<file path="config.mk">
export PLATFORM = sky130hd
export DESIGN_NAME = wqsv_ctrl
export DESIGN_NICKNAME = d
export VERILOG_FILES = /design/src/hw/rtl/wqsv_pkg.sv /design/src/hw/rtl/wqsv_ctrl.sv
export SDC_FILE = /design/constraint.sdc
export NUM_CORES = 1
export LEC_CHECK = 0
export ABC_AREA = 1
export BUFFER_PORTS_ARGS = -buffer_cell sky130_fd_sc_hd__buf_2
export CORE_AREA = 3 3 40 42
export DETAILED_ROUTE_END_ITERATION = 8
export DIE_AREA = 0 0 43 45
export PLACE_DENSITY = 0.6
export RECOVER_POWER = 50
export SKIP_LAST_GASP = 1
export SLEW_MARGIN = 25
export SYNTH_ARGS = -nofsm -noshare
export SYNTH_HDL_FRONTEND = slang
export SYNTH_SLANG_ARGS = --single-unit
</file>
<file path="constraint.sdc">
create_clock -name clk -period 0.96 [get_ports clk]
set_input_delay 0.144 -clock clk [delete_from_list [all_inputs] [get_ports clk]]
set_output_delay 0.144 -clock clk [all_outputs]
set_load 0.1 [all_outputs]
</file>
<file path="src/hw/rtl/wqsv_pkg.sv">
// Package with the shared constants, types and helper function of the velocity controller.
`timescale 1ns / 1ps
`default_nettype none
package wqsv_pkg;

  localparam int QueueDepth   = 32;
  localparam int FixedWidth   = 32;
  localparam int FractionBits = 16;
  localparam int QIdxW        = $clog2(QueueDepth);
  localparam int QCntW        = $clog2(QueueDepth + 1);
  localparam int ErrW         = FixedWidth + 1;
  localparam int ProdW        = 2 * FixedWidth;
  localparam int RootBits     = FixedWidth;
  localparam int RootCntW     = $clog2(RootBits);

  // Operation codes.
  typedef enum logic [1:0] {
    OP_ODOM = 2'd0,
    OP_WAYPOINT = 2'd1,
    OP_SET_POSE = 2'd2,
    OP_NONE = 2'd3
  } op_t;

  // Waypoint command codes.
  typedef enum logic [1:0] {
    WP_POP = 2'd0,
    WP_CLEAR = 2'd1,
    WP_PUSH_FRONT = 2'd2,
    WP_PUSH_BACK = 2'd3
  } wp_mode_t;

  // Register indexes.
  localparam logic [2:0] REG_POS_GAIN  = 3'd0;
  localparam logic [2:0] REG_V_MAX     = 3'd1;
  localparam logic [2:0] REG_TURN_GAIN = 3'd2;
  localparam logic [2:0] REG_POS_TOL   = 3'd3;
  localparam logic [2:0] REG_ANG_TOL   = 3'd4;

  typedef enum logic [3:0] {
    ST_IDLE,
    ST_WP_READ,
    ST_WP_LOAD,
    ST_ODOM_ADD,
    ST_ODOM_MUL,
    ST_ROOT_X,
    ST_ROOT_Y,
    ST_FINISH,
    ST_POP_READ,
    ST_POP_LOAD,
    ST_OUT
  } state_t;

  // Commands from the controller to the datapath.
  typedef struct packed {
    logic capture;
    logic set_pose;
    logic wp_exec;
    logic rd_front;
    logic load_target;
    logic odom_add;
    logic mult;
    logic root_start;
    logic root_sel_y;
    logic finish;
    logic pop;
    logic out_load;
  } cmd_t;

  // Status from the datapath to the controller.
  typedef struct packed {
    logic need_load;
    logic root_done;
    logic reached;
  } stat_t;

  function automatic logic signed [FixedWidth-1:0] sat_add(
      input logic signed [FixedWidth-1:0] a, input logic signed [FixedWidth-1:0] b);
    logic signed [FixedWidth:0] s;
    s = {a[FixedWidth-1], a} + {b[FixedWidth-1], b};
    if (s[FixedWidth] != s[FixedWidth-1]) begin
      sat_add = s[FixedWidth] ? {1'b1, {(FixedWidth-1){1'b0}}}
                              : {1'b0, {(FixedWidth-1){1'b1}}};
    end else begin
      sat_add = s[FixedWidth-1:0];
    end
  endfunction

endpackage
`default_nettype wire

</file>
<file path="src/hw/rtl/wqsv_ctrl.sv">
// Sequencing state machine of the velocity controller.
`timescale 1ns / 1ps
`default_nettype none
module wqsv_ctrl
  import wqsv_pkg::*;
(
  input  wire logic  clk,
  input  wire logic  rst_n,
  input  wire logic  in_valid,
  input  wire logic [1:0] in_op,
  output logic       in_ready,
  input  wire logic  out_valid,
  input  wire logic  out_ready,
  input  wire stat_t stat,
  output cmd_t       cmd
);

  state_t state_r, state_nxt;
  logic   mul_wait_r;
  logic   out_free;

  always_ff @(posedge clk) begin
    if (!rst_n) begin
      state_r    <= ST_IDLE;
      mul_wait_r <= 1'b0;
    end else begin
      state_r    <= state_nxt;
      mul_wait_r <= state_r == ST_ODOM_ADD;
    end
  end

  // The result register can take a new result once the waiting one leaves.
  assign out_free = !out_valid || out_ready;
  assign in_ready = state_r == ST_IDLE;

  // Next state.
  always_comb begin
    state_nxt = state_r;
    unique case (state_r)
      ST_IDLE: begin
        if (in_valid) begin
          priority case (op_t'(in_op))
            OP_ODOM:     state_nxt = ST_ODOM_ADD;
            OP_WAYPOINT: state_nxt = ST_WP_READ;
            default:     state_nxt = ST_IDLE;
          endcase
        end
      end
      ST_WP_READ:  state_nxt = ST_WP_LOAD;
      ST_WP_LOAD:  state_nxt = ST_IDLE;
      ST_ODOM_ADD: state_nxt = ST_ODOM_MUL;
      ST_ODOM_MUL: if (!mul_wait_r) state_nxt = ST_ROOT_X;
      ST_ROOT_X:   if (stat.root_done) state_nxt = ST_ROOT_Y;
      ST_ROOT_Y:   if (stat.root_done) state_nxt = ST_FINISH;
      ST_FINISH:   state_nxt = stat.reached ? ST_POP_READ : ST_OUT;
      ST_POP_READ: state_nxt = ST_POP_LOAD;
      ST_POP_LOAD: state_nxt = ST_OUT;
      ST_OUT:      if (out_free) state_nxt = ST_IDLE;
      default:     state_nxt = ST_IDLE;
    endcase
  end

  // Command outputs.
  always_comb begin
    cmd = '0;
    unique case (state_r)
      ST_IDLE: begin
        if (in_valid) begin
          cmd.capture = 1'b1;
        end
      end
      ST_WP_READ:  cmd.wp_exec = 1'b1;
      ST_WP_LOAD:  cmd.rd_front = 1'b1;
      ST_ODOM_ADD: cmd.odom_add = 1'b1;
      ST_ODOM_MUL: begin
        cmd.mult       = mul_wait_r ? 1'b0 : 1'b1;
        cmd.root_start = 1'b0;
      end
      ST_ROOT_X:   cmd.root_sel_y = 1'b0;
      ST_ROOT_Y:   cmd.root_sel_y = 1'b1;
      ST_FINISH:   cmd.finish = 1'b1;
      ST_POP_READ: cmd.pop = 1'b1;
      ST_POP_LOAD: cmd.rd_front = 1'b1;
      ST_OUT:      cmd.out_load = out_free;
      default: ;
    endcase
  end

endmodule
`default_nettype wire

</file>
# == Word-level counts from Yosys, hierarchy flattened ==
# Index checks and enable logic that the tools add are counted.
# totals
reg_bits,5
latchBits,0
mem_bits_rw,0
romBits,0
inputBits,10
word_cells,43
n_memories,0
# op_classes
add_sub_neg,0
n_mul,0
div,0
n_lt_le_gt_ge,0
n_eq_ne,16
n_shift,0
mux,19
bitwise_logic,0
n_reduce_logical,6
# ops
op,n
one-hot mux 4 bit (10 select lines),1
two-way mux 4 bit,5
"equality test 4 x 3 -> 1 bit, second input constant",4
"equality test 4 bit, second input constant",3
two-way mux 1 bit,10
"!= test 2 bit, second input constant",5
"equality test 4 x 2 -> 1 bit, second input constant",2
AND reduction 5 bit,1
"equality test 4 x 1 -> 1 bit, second input constant",1
zero test 4 bit,1
two-way mux 2 bit,2
one-hot mux 2 bit (2 select lines),1
"equality test 2 x 1 -> 1 bit, second input constant",1
zero test 2 bit,1
OR reduction 2 bit,1
zero test 1 bit,1
logical OR 1 bit,1

# == Logic depth before layout (Yosys ltp) ==
# Gate-level depths: netlist of run 1.
# logic_depth
depth_word,4
depth_mapped,8
mapped_depth_nobuf,8

# == Worst setup path before layout of run 1 ==
# Ideal clock, no wire load.
# synth_path
kind,register to output
start,register state_r[1]
end,output port cmd[0] in the netlist's numbering
t_arrival_ns,3.448
required_time_ns,0.816
slack_ns,-2.632
stages_incl_launch_ff,5
path_cell_list,dfxtp_1 -> inv_2 -> nor2_2 -> inv_1 -> nor4_1
# synth_rtl
element,line,rtl
from (decl),wqsv_ctrl.sv:18,"state_t state_r, state_nxt;"
from (signal assigned),wqsv_ctrl.sv:27,state_r <= state_nxt;
to (decl),wqsv_ctrl.sv:15,output cmd_t cmd

==> metrics.md, run 1 <==
| Metric | Value |
|---|---|
| Run status | complete, but fails checks |
| RSZ-0062 raised after global routing | true |
| Top cell type's share of synthesized area | between 20% and 30% |
| Worst min-delay path startpoint | rst_n |
| Overflow left after global routing | 0 |
| Fraction of the yosys area taken by sequential cells | a little under a quarter |
| Wire length of the first global-routing pass | between 2 and 3 mm |
| Nature of the critical path endpoint | output port |
| Sum of routed wire length over all layers | ~2.2 mm |
| Crit path launch type | flip-flop |
| Part of the cycle the worst path needs | 156.7% |
| Reg2Reg Launch Point | state_r[2] |
| Syn_area_per_cell | 6.062 sq um |
| Number of flip-flops and latches in the synthesized netlist | 5 |
| Number of distinct library cells after synthesis | 20 |
| Beginning of the critical path | state_r[3] |
| Total of endpoints with negative setup slack in the final report | 14 |
| Worst endpoint data arrival time | 1.36 ns |
| Worst Path Max Fanout | 3 |
| Initial core utilization | 33.50% |
| Cell area after synthesis | between 400 and 500 sq um |
| Via count of the routed design | ~660 |
| Sinks on the clock net | 5 |
| Largest net degree at the start of global routing | 7 |
| Placement Rows | 13 |
| Max-slew violation count | 0 |
| Port buffer count | 18 |
| Antenna-violating nets left | 0 |
| Number of cells on the critical path | 4 |
| YS warnings | 0 |
| Residual DRC count | 0 |
| Peak VDD IR | ~900 uV |
| Type of the worst min-delay path | in -> reg |
| Crit path time final | roughly 1.5 ns |
| Synthesis-to-finish area growth | 151.2% |
| Path type of the worst setup path | reg -> out |
| Clock transition at the register clock pins on the worst setup and hold paths after CTS | roughly 0.05 ns |
| Routed vias/inst | approximately 5.1 |
| Wire per inst | 16.92 um |
| Final hold slack | around 0.11 ns |
| Setup Skew | between 0.004 and 0.005 ns |
| Source-to-sink clock delay at the later pin of the worst-skew pair | 0.25 ns |
| Slowest stage cell on the critical path | dfxtp_4 |
| CP max stage delay | 0.38 ns |
| Number of ports placed on the die boundary | 23 |
| Overall power | roughly 1.3 mW |
| Required time reported for the critical path endpoint | slightly above 0.8 ns |
| Ordered list of cells on the worst path | inv_4 -> buf_6 -> nor4_4 -> buf_12 |
| Power per cell area | roughly 1200 nW/um^2 |
| Cell taking the most area after synthesis | dfxtp_1 |
| CTS tree | built |
| Number of endpoints with negative hold slack in the final report | 0 |
| Placeable Area | 1285 sq um |
| Final nets | around 130 |
| Root Buffer Master | clkbuf_4 |
| Hold buffer count at CTS | 0 |
| Number of antenna violations at the first check in global routing | 0 |
| CTS H-tree depth | 1 |
| Global router's overall resource usage | roughly a fifth |
| Height of the die | between 40 and 50 um |
| Crit path buffers/inverters | 3 |
| Violated checks | setup timing |
| Via count of the first global-routing pass | 602 |
| First-pass iteration count of the detailed router | 4 |
| Setup slack of the worst register-to-register path | -0.48 ns |
| Top post-synthesis cells by area | dfxtp_1, inv_1, nand2_1, nor2_1, nand2_2 |
| 1st-iter DRT viols | 14 |
| Antenna diodes | 0 |
| Placer's final routability congestion estimate | 0.8376 |
| Cell count after synthesis | a little over 70 |
| Die Wd | about 43 um |
| Kind of cell with the highest combined delay on the critical path | flip-flops |
| Fraction of layout instances using a drive strength above 1 | 71.93% |
| Reg-to-Reg End | state_r[0] |
| Most common cell after layout, fill and taps aside | buf_4 |
| Capture point of the critical path | cmd[0] |
| Maximum buffer depth of the clock tree | 2 |
| Post-DP HPWL | approximately 1.2 mm |
| Setup_tns | -6.237 ns |
| Total CTS buffers | 3 |
| Leakage dissipation | between 0.4 and 0.5 nW |
| Depth of the most critical reg-to-reg path | 10 |
| Final worst-path setup slack | -0.5439 ns |
| Die Footprint | between 1500 and 2000 sq um |
| # Max-Cap Violations | 0 |
| Maximum frequency from static timing analysis | approximately 660 MHz |
| Highest-count cells in the layout ignoring fill and taps | buf_4, buf_12, nor2_4, buf_2 |
-- cells in the mapped netlist, drive strengths merged --
master and number:
nor4 1, o21ai 3, nand3 5, nor2 15, conb 1, a21oi 4, dfxtp 5, o21a 1
buf 3, clkinv 1, inv 13, nor3 4, nand3b 1, nand2 14
-- final cells by class --
type	count	area (sq um)
tap	15	18.77
timing repair buffer	40	444.2
fill	63	203.9
clock buffer	4	26.28
sequential	5	115.1
multi-input combinational	51	405.4
inverter	14	71.32
-- worst register-to-register path, stage by stage (launching register included) --
cell     delay, ns
dfxtp_4       0.37
buf_6         0.12
buf_12        0.11
nand2_8       0.09
buf_6         0.13
inv_4         0.04
nand3_2       0.06
nand2_2       0.07
nor2_4        0.16
nand2_2       0.08
a21oi_2       0.13
-- metrics by stage --
| stage | instances | area (sq um) | setup slack, ns | util (%) |
|---|---|---|---|---|
| final | 129 | 1081 | -0.5439 | 84.13 |
| after global placement | 116 | 870.8 | -0.2508 | 67.77 |
| after global routing | 129 | 1081 | -0.5591 | 84.13 |
| after CTS | 123 | 953.4 | -0.5021 | 74.20 |
| after detailed placement | 116 | 870.8 | -0.3098 | 67.77 |
| after floorplan | 73 | 536.8 | -0.8599 | - |
-- state kept, by name, indices dropped and copies added (netlist names) --
signal,cells
state_r,4
mul_wait_r,1
-- per-layer routing --
layer  track usage [%]  wire length, um  vias up
met5                 0                0        -
met4             15.66              133        0
met3             1.992              172       15
met2             37.13             1154       44
met1             18.89              723      292
li1                  -                -      304
-- kinds of logic (layout without fill, tap and decap cells) --
family	Yosys count	count (layout)	share of synthesized area, %
other	1	3	0.8713
buffers and inverters	17	58	17.44
AO/OA/AOI/OAI	8	8	10.75
AND/OR/NAND/NOR	40	40	47.67
flip-flops	5	5	23.26
-- power breakdown --
group          leakage, nW  internal [mW]  switching (mW)
clock               0.0150          0.158           0.105
sequential          0.0436          0.219          0.0338
combinational        0.409          0.304           0.527
total                0.468          0.682           0.666
-- worst min path at each step --
stage	depth (start not counted)	endpoint	slack, ns
finish	2	state_r[2]	0.11
global route	2	state_r[2]	0.12
CTS	2	state_r[2]	0.13
detailed placement	2	state_r[2]	0.38
global placement	2	state_r[2]	0.37
floorplan	1	state_r[2]	0.26
-- repair_timing --
item / in CTS / in global routing
pin swaps: 1 / 12
endpoints found under the hold margin: 0 / 0
buffers inserted: 3 / 6
setup endpoints to repair: 14 / 14
resized for setup: 7 / 22
Power figures use the tool's default switching activity.
==> inputs of run 2 (changes only) <==
--- a/config.mk
+++ b/config.mk
@@ -5,12 +5,11 @@
 export SDC_FILE = /design/constraint.sdc
 export NUM_CORES = 1
 export LEC_CHECK = 0
-export ABC_AREA = 1
 export BUFFER_PORTS_ARGS = -buffer_cell sky130_fd_sc_hd__buf_2
 export CORE_AREA = 3 3 40 42
 export DETAILED_ROUTE_END_ITERATION = 8
 export DIE_AREA = 0 0 43 45
-export PLACE_DENSITY = 0.6
+export PLACE_DENSITY = 0.63
 export RECOVER_POWER = 50
 export SKIP_LAST_GASP = 1
 export SLEW_MARGIN = 25
==> run 2 against run 1 <==
  * The flow still finishes with violations (setup timing)
  * Sequential power is 2% higher
  * Non-clock buffer count is 1 higher
  * Clock power is 7.6% lower
  * Fmax is 1.2% lower
  * Die area stayed put
  * Combinational power is 71% higher
  * Synthesized area is 7.0% higher
  * Largest power group unchanged
  * Critical endpoint is now cmd[5]
  * Cell count is 5.4% lower
  * Sequential share of layout area is 0.41 points lower
  * Clock skew is 0.0015 ns lower
  * First-iteration DRC count is 29% lower
  * Total power is 42% higher
==> metrics.md, run 2 <==
| Metric | Value |
|---|---|
| Cell taking the most area after synthesis | dfxtp_1 |
| Part of the cycle the worst path needs | 158.6% |
| 1st-iter DRT viols | 10 |
| Top cell type's share of synthesized area | a little over a fifth |
| Ranking of synthesized cells by instance count | nor2_1, nand2_1, nor3_1, dfxtp_1, inv_1 |
| Synthesis-to-finish area growth | 128.3% |
| Clock transition at the register clock pins on the worst setup and hold paths after CTS | 0.04 ns |
| Global Route met3 Usage | about 2.8% |
| Number of endpoints with negative hold slack in the final report | 0 |
| Initial core utilization | 35.83% |
| Crit path time final | about 1.5 ns |
| Violated checks | setup timing |
| Sinks on the clock net | 5 |
| Number of ports placed on the die boundary | 23 |
| Placer's final routability congestion estimate | 0.8749 |
| Crit path launch type | flip-flop |
| Overflow left after global routing | 0 |
| Largest net degree at the start of global routing | 12 |
| Antenna diodes | 0 |
| Fraction of the yosys area taken by sequential cells | a little over a fifth |
| Grt met2 use | between 30 and 40% |
| Largest registers | state_r x4, mul_wait_r x1 |
| Top post-synthesis cells by area | dfxtp_1, nor3_1, nor2_1, nand2_1, buf_4 |
| Max-slew violation count | 0 |
| Overall power | around 1.9 mW |
| Place WS | -0.4362 ns |
| GRT Max-Usage Layer | met2 |
| Placeable Area | 1285 sq um |
| Post-DP HPWL | about 1.2 mm |
| Type of the worst min-delay path | in -> reg |
| Number of flip-flops and latches in the synthesized netlist | 5 |
| Cell count after synthesis | 67 |
| Antenna-violating nets left | 0 |
| Required time reported for the critical path endpoint | around 0.8 ns |
| Routed vias/inst | 4.992 |
| Post-synth EDFFs | 0 |
| Syn_area_per_cell | a little under 7 sq um |
| Number of distinct library cells after synthesis | 30 |
| Peak VDD IR | between 1000 and 1500 uV |
| Maximum buffer depth of the clock tree | 2 |
| RSZ-0062 raised after global routing | true |
| Via count of the routed design | ~610 |
| Most common cell after layout, fill and taps aside | buf_4 |
| CTS tree | built |
| Source-to-sink clock delay at the later pin of the worst-skew pair | roughly 0.24 ns |
| Die Footprint | 1935 sq um |
| YS warnings | 0 |
| First-pass iteration count of the detailed router | 4 |
| Die Wd | around 43 um |
| Total of endpoints with negative setup slack in the final report | 15 |
| Port buffer count | 18 |
| Cell area after synthesis | between 400 and 500 sq um |
| Maximum frequency from static timing analysis | about 660 MHz |
| Setup Skew | 0.002913 ns |
| Worst endpoint data arrival time | 1.38 ns |
| Final worst-path setup slack | -0.5625 ns |
| Fraction of layout instances using a drive strength above 1 | between 70% and 80% |
| Final nets | around 120 |
| Number of antenna violations at the first check in global routing | 0 |
| Hold buffer count at CTS | 0 |
| Worst Path Max Fanout | 3 |
| Path type of the worst setup path | reg -> out |
| Sum of routed wire length over all layers | between 1.5 and 2 mm |
| Power per cell area | approximately 1800 nW/um^2 |
| GR Layer Usage met1 | a little over a fifth |
| Height of the die | between 40 and 50 um |
| Root Buffer Master | clkbuf_4 |
| Fraction of registers with async set or reset after synthesis | 0% |
| Count leader, synth | nor2_1 |
| Run status | complete, but fails checks |
| Residual DRC count | 0 |
| Wire length of the first global-routing pass | 2.608 mm |
| Top flip-flop cell by instance count after synthesis | dfxtp_1 |
| Via count of the first global-routing pass | 589 |
| Total CTS buffers | 3 |
| Placement Rows | 13 |
| Flip-flop count of the largest register after layout | 4 |
| CTS H-tree depth | 1 |
| # Max-Cap Violations | 0 |
| Global router's overall resource usage | a little under a fifth |
| Highest-count cells in the layout ignoring fill and taps | buf_4, buf_12, buf_2, nor2_4, buf_6 |
| Wire per inst | 15.20 um |
| Nature of the critical path endpoint | output port |
| Leakage dissipation | ~0.44 nW |
| Register with the highest flop count | state_r |
run 2: through the flow:
step           utilization [%]  setup TNS, ns  instance area [sq um]  cells  hold slack (ns)
2_1_floorplan                -         -7.115                  570.5     69           0.2616
3_3_place_gp             69.43         -4.028                  892.1    111           0.3634
3_5_place_dp             69.43         -4.381                  892.1    111           0.3652
4_1_cts                  76.34         -5.817                  980.9    117           0.1079
5_1_grt                  81.79         -7.331                   1051    122           0.1283
6_report                 81.79         -6.743                   1051    122           0.1147
run 2: cells by family (layout without fill, tap and decap cells):
family                 count (synthesis)  in the layout  synth area share (%)
buffers and inverters                 11             49                 12.23
AND/OR/NAND/NOR                       36             36                 42.94
AO/OA/AOI/OAI                         13             13                 20.38
XOR/XNOR                               1              1                 1.903
other                                  1              3                0.8144
flip-flops                             5              5                 21.74
run 2: worst paths after layout:
| check | start | endpoint | slack [ns] | cells after the start |
|---|---|---|---|---|
| worst max register to register | state_r[1] | state_r[1] | -0.51 | 7 |
| worst min register to register | state_r[3] | state_r[2] | 0.60 | 2 |
| worst min-delay path | rst_n | state_r[3] | 0.11 | 2 |
| worst max-delay path | state_r[1] | cmd[5] | -0.56 | 4 |
run 2: timing repair:
action,in CTS,in global routing
pin swaps,9,8
resized for setup,15,14
buffers inserted,2,3
endpoints found under the setup margin,15,15
gates cloned,0,2
run 2: where the power goes:
group	internal, mW	leakage (nW)	switching [mW]	total [mW]
Combinational	0.595	0.378	0.823	1.42
Clock	0.157	0.0150	0.0865	0.244
Sequential	0.233	0.0427	0.0241	0.257
Total	0.986	0.435	0.934	1.92
run 2: layout make-up:
type | count | area [sq um]
Clock buffer | 4 | 26.28
Sequential cell | 5 | 107.6
Multi-Input combinational cell | 53 | 449.2
Inverter | 4 | 15.01
Tap cell | 15 | 18.77
Fill cell | 84 | 234.0
Timing Repair Buffer | 41 | 434.2
run 2: layer usage:
layer / share of wire, % / vias up
met3: 2.8 / 4
met4: 1.8 / 0
met5: 0 / -
li1: - / 306
met2: 52 / 11
met1: 44 / 288
run 2: critical path, cell delays in order, from the launching register on:
cell and delay [ns]:
dfxtp_2 0.33, or2_4 0.27, buf_6 0.13, nor3_4 0.20
buf_12 0.20
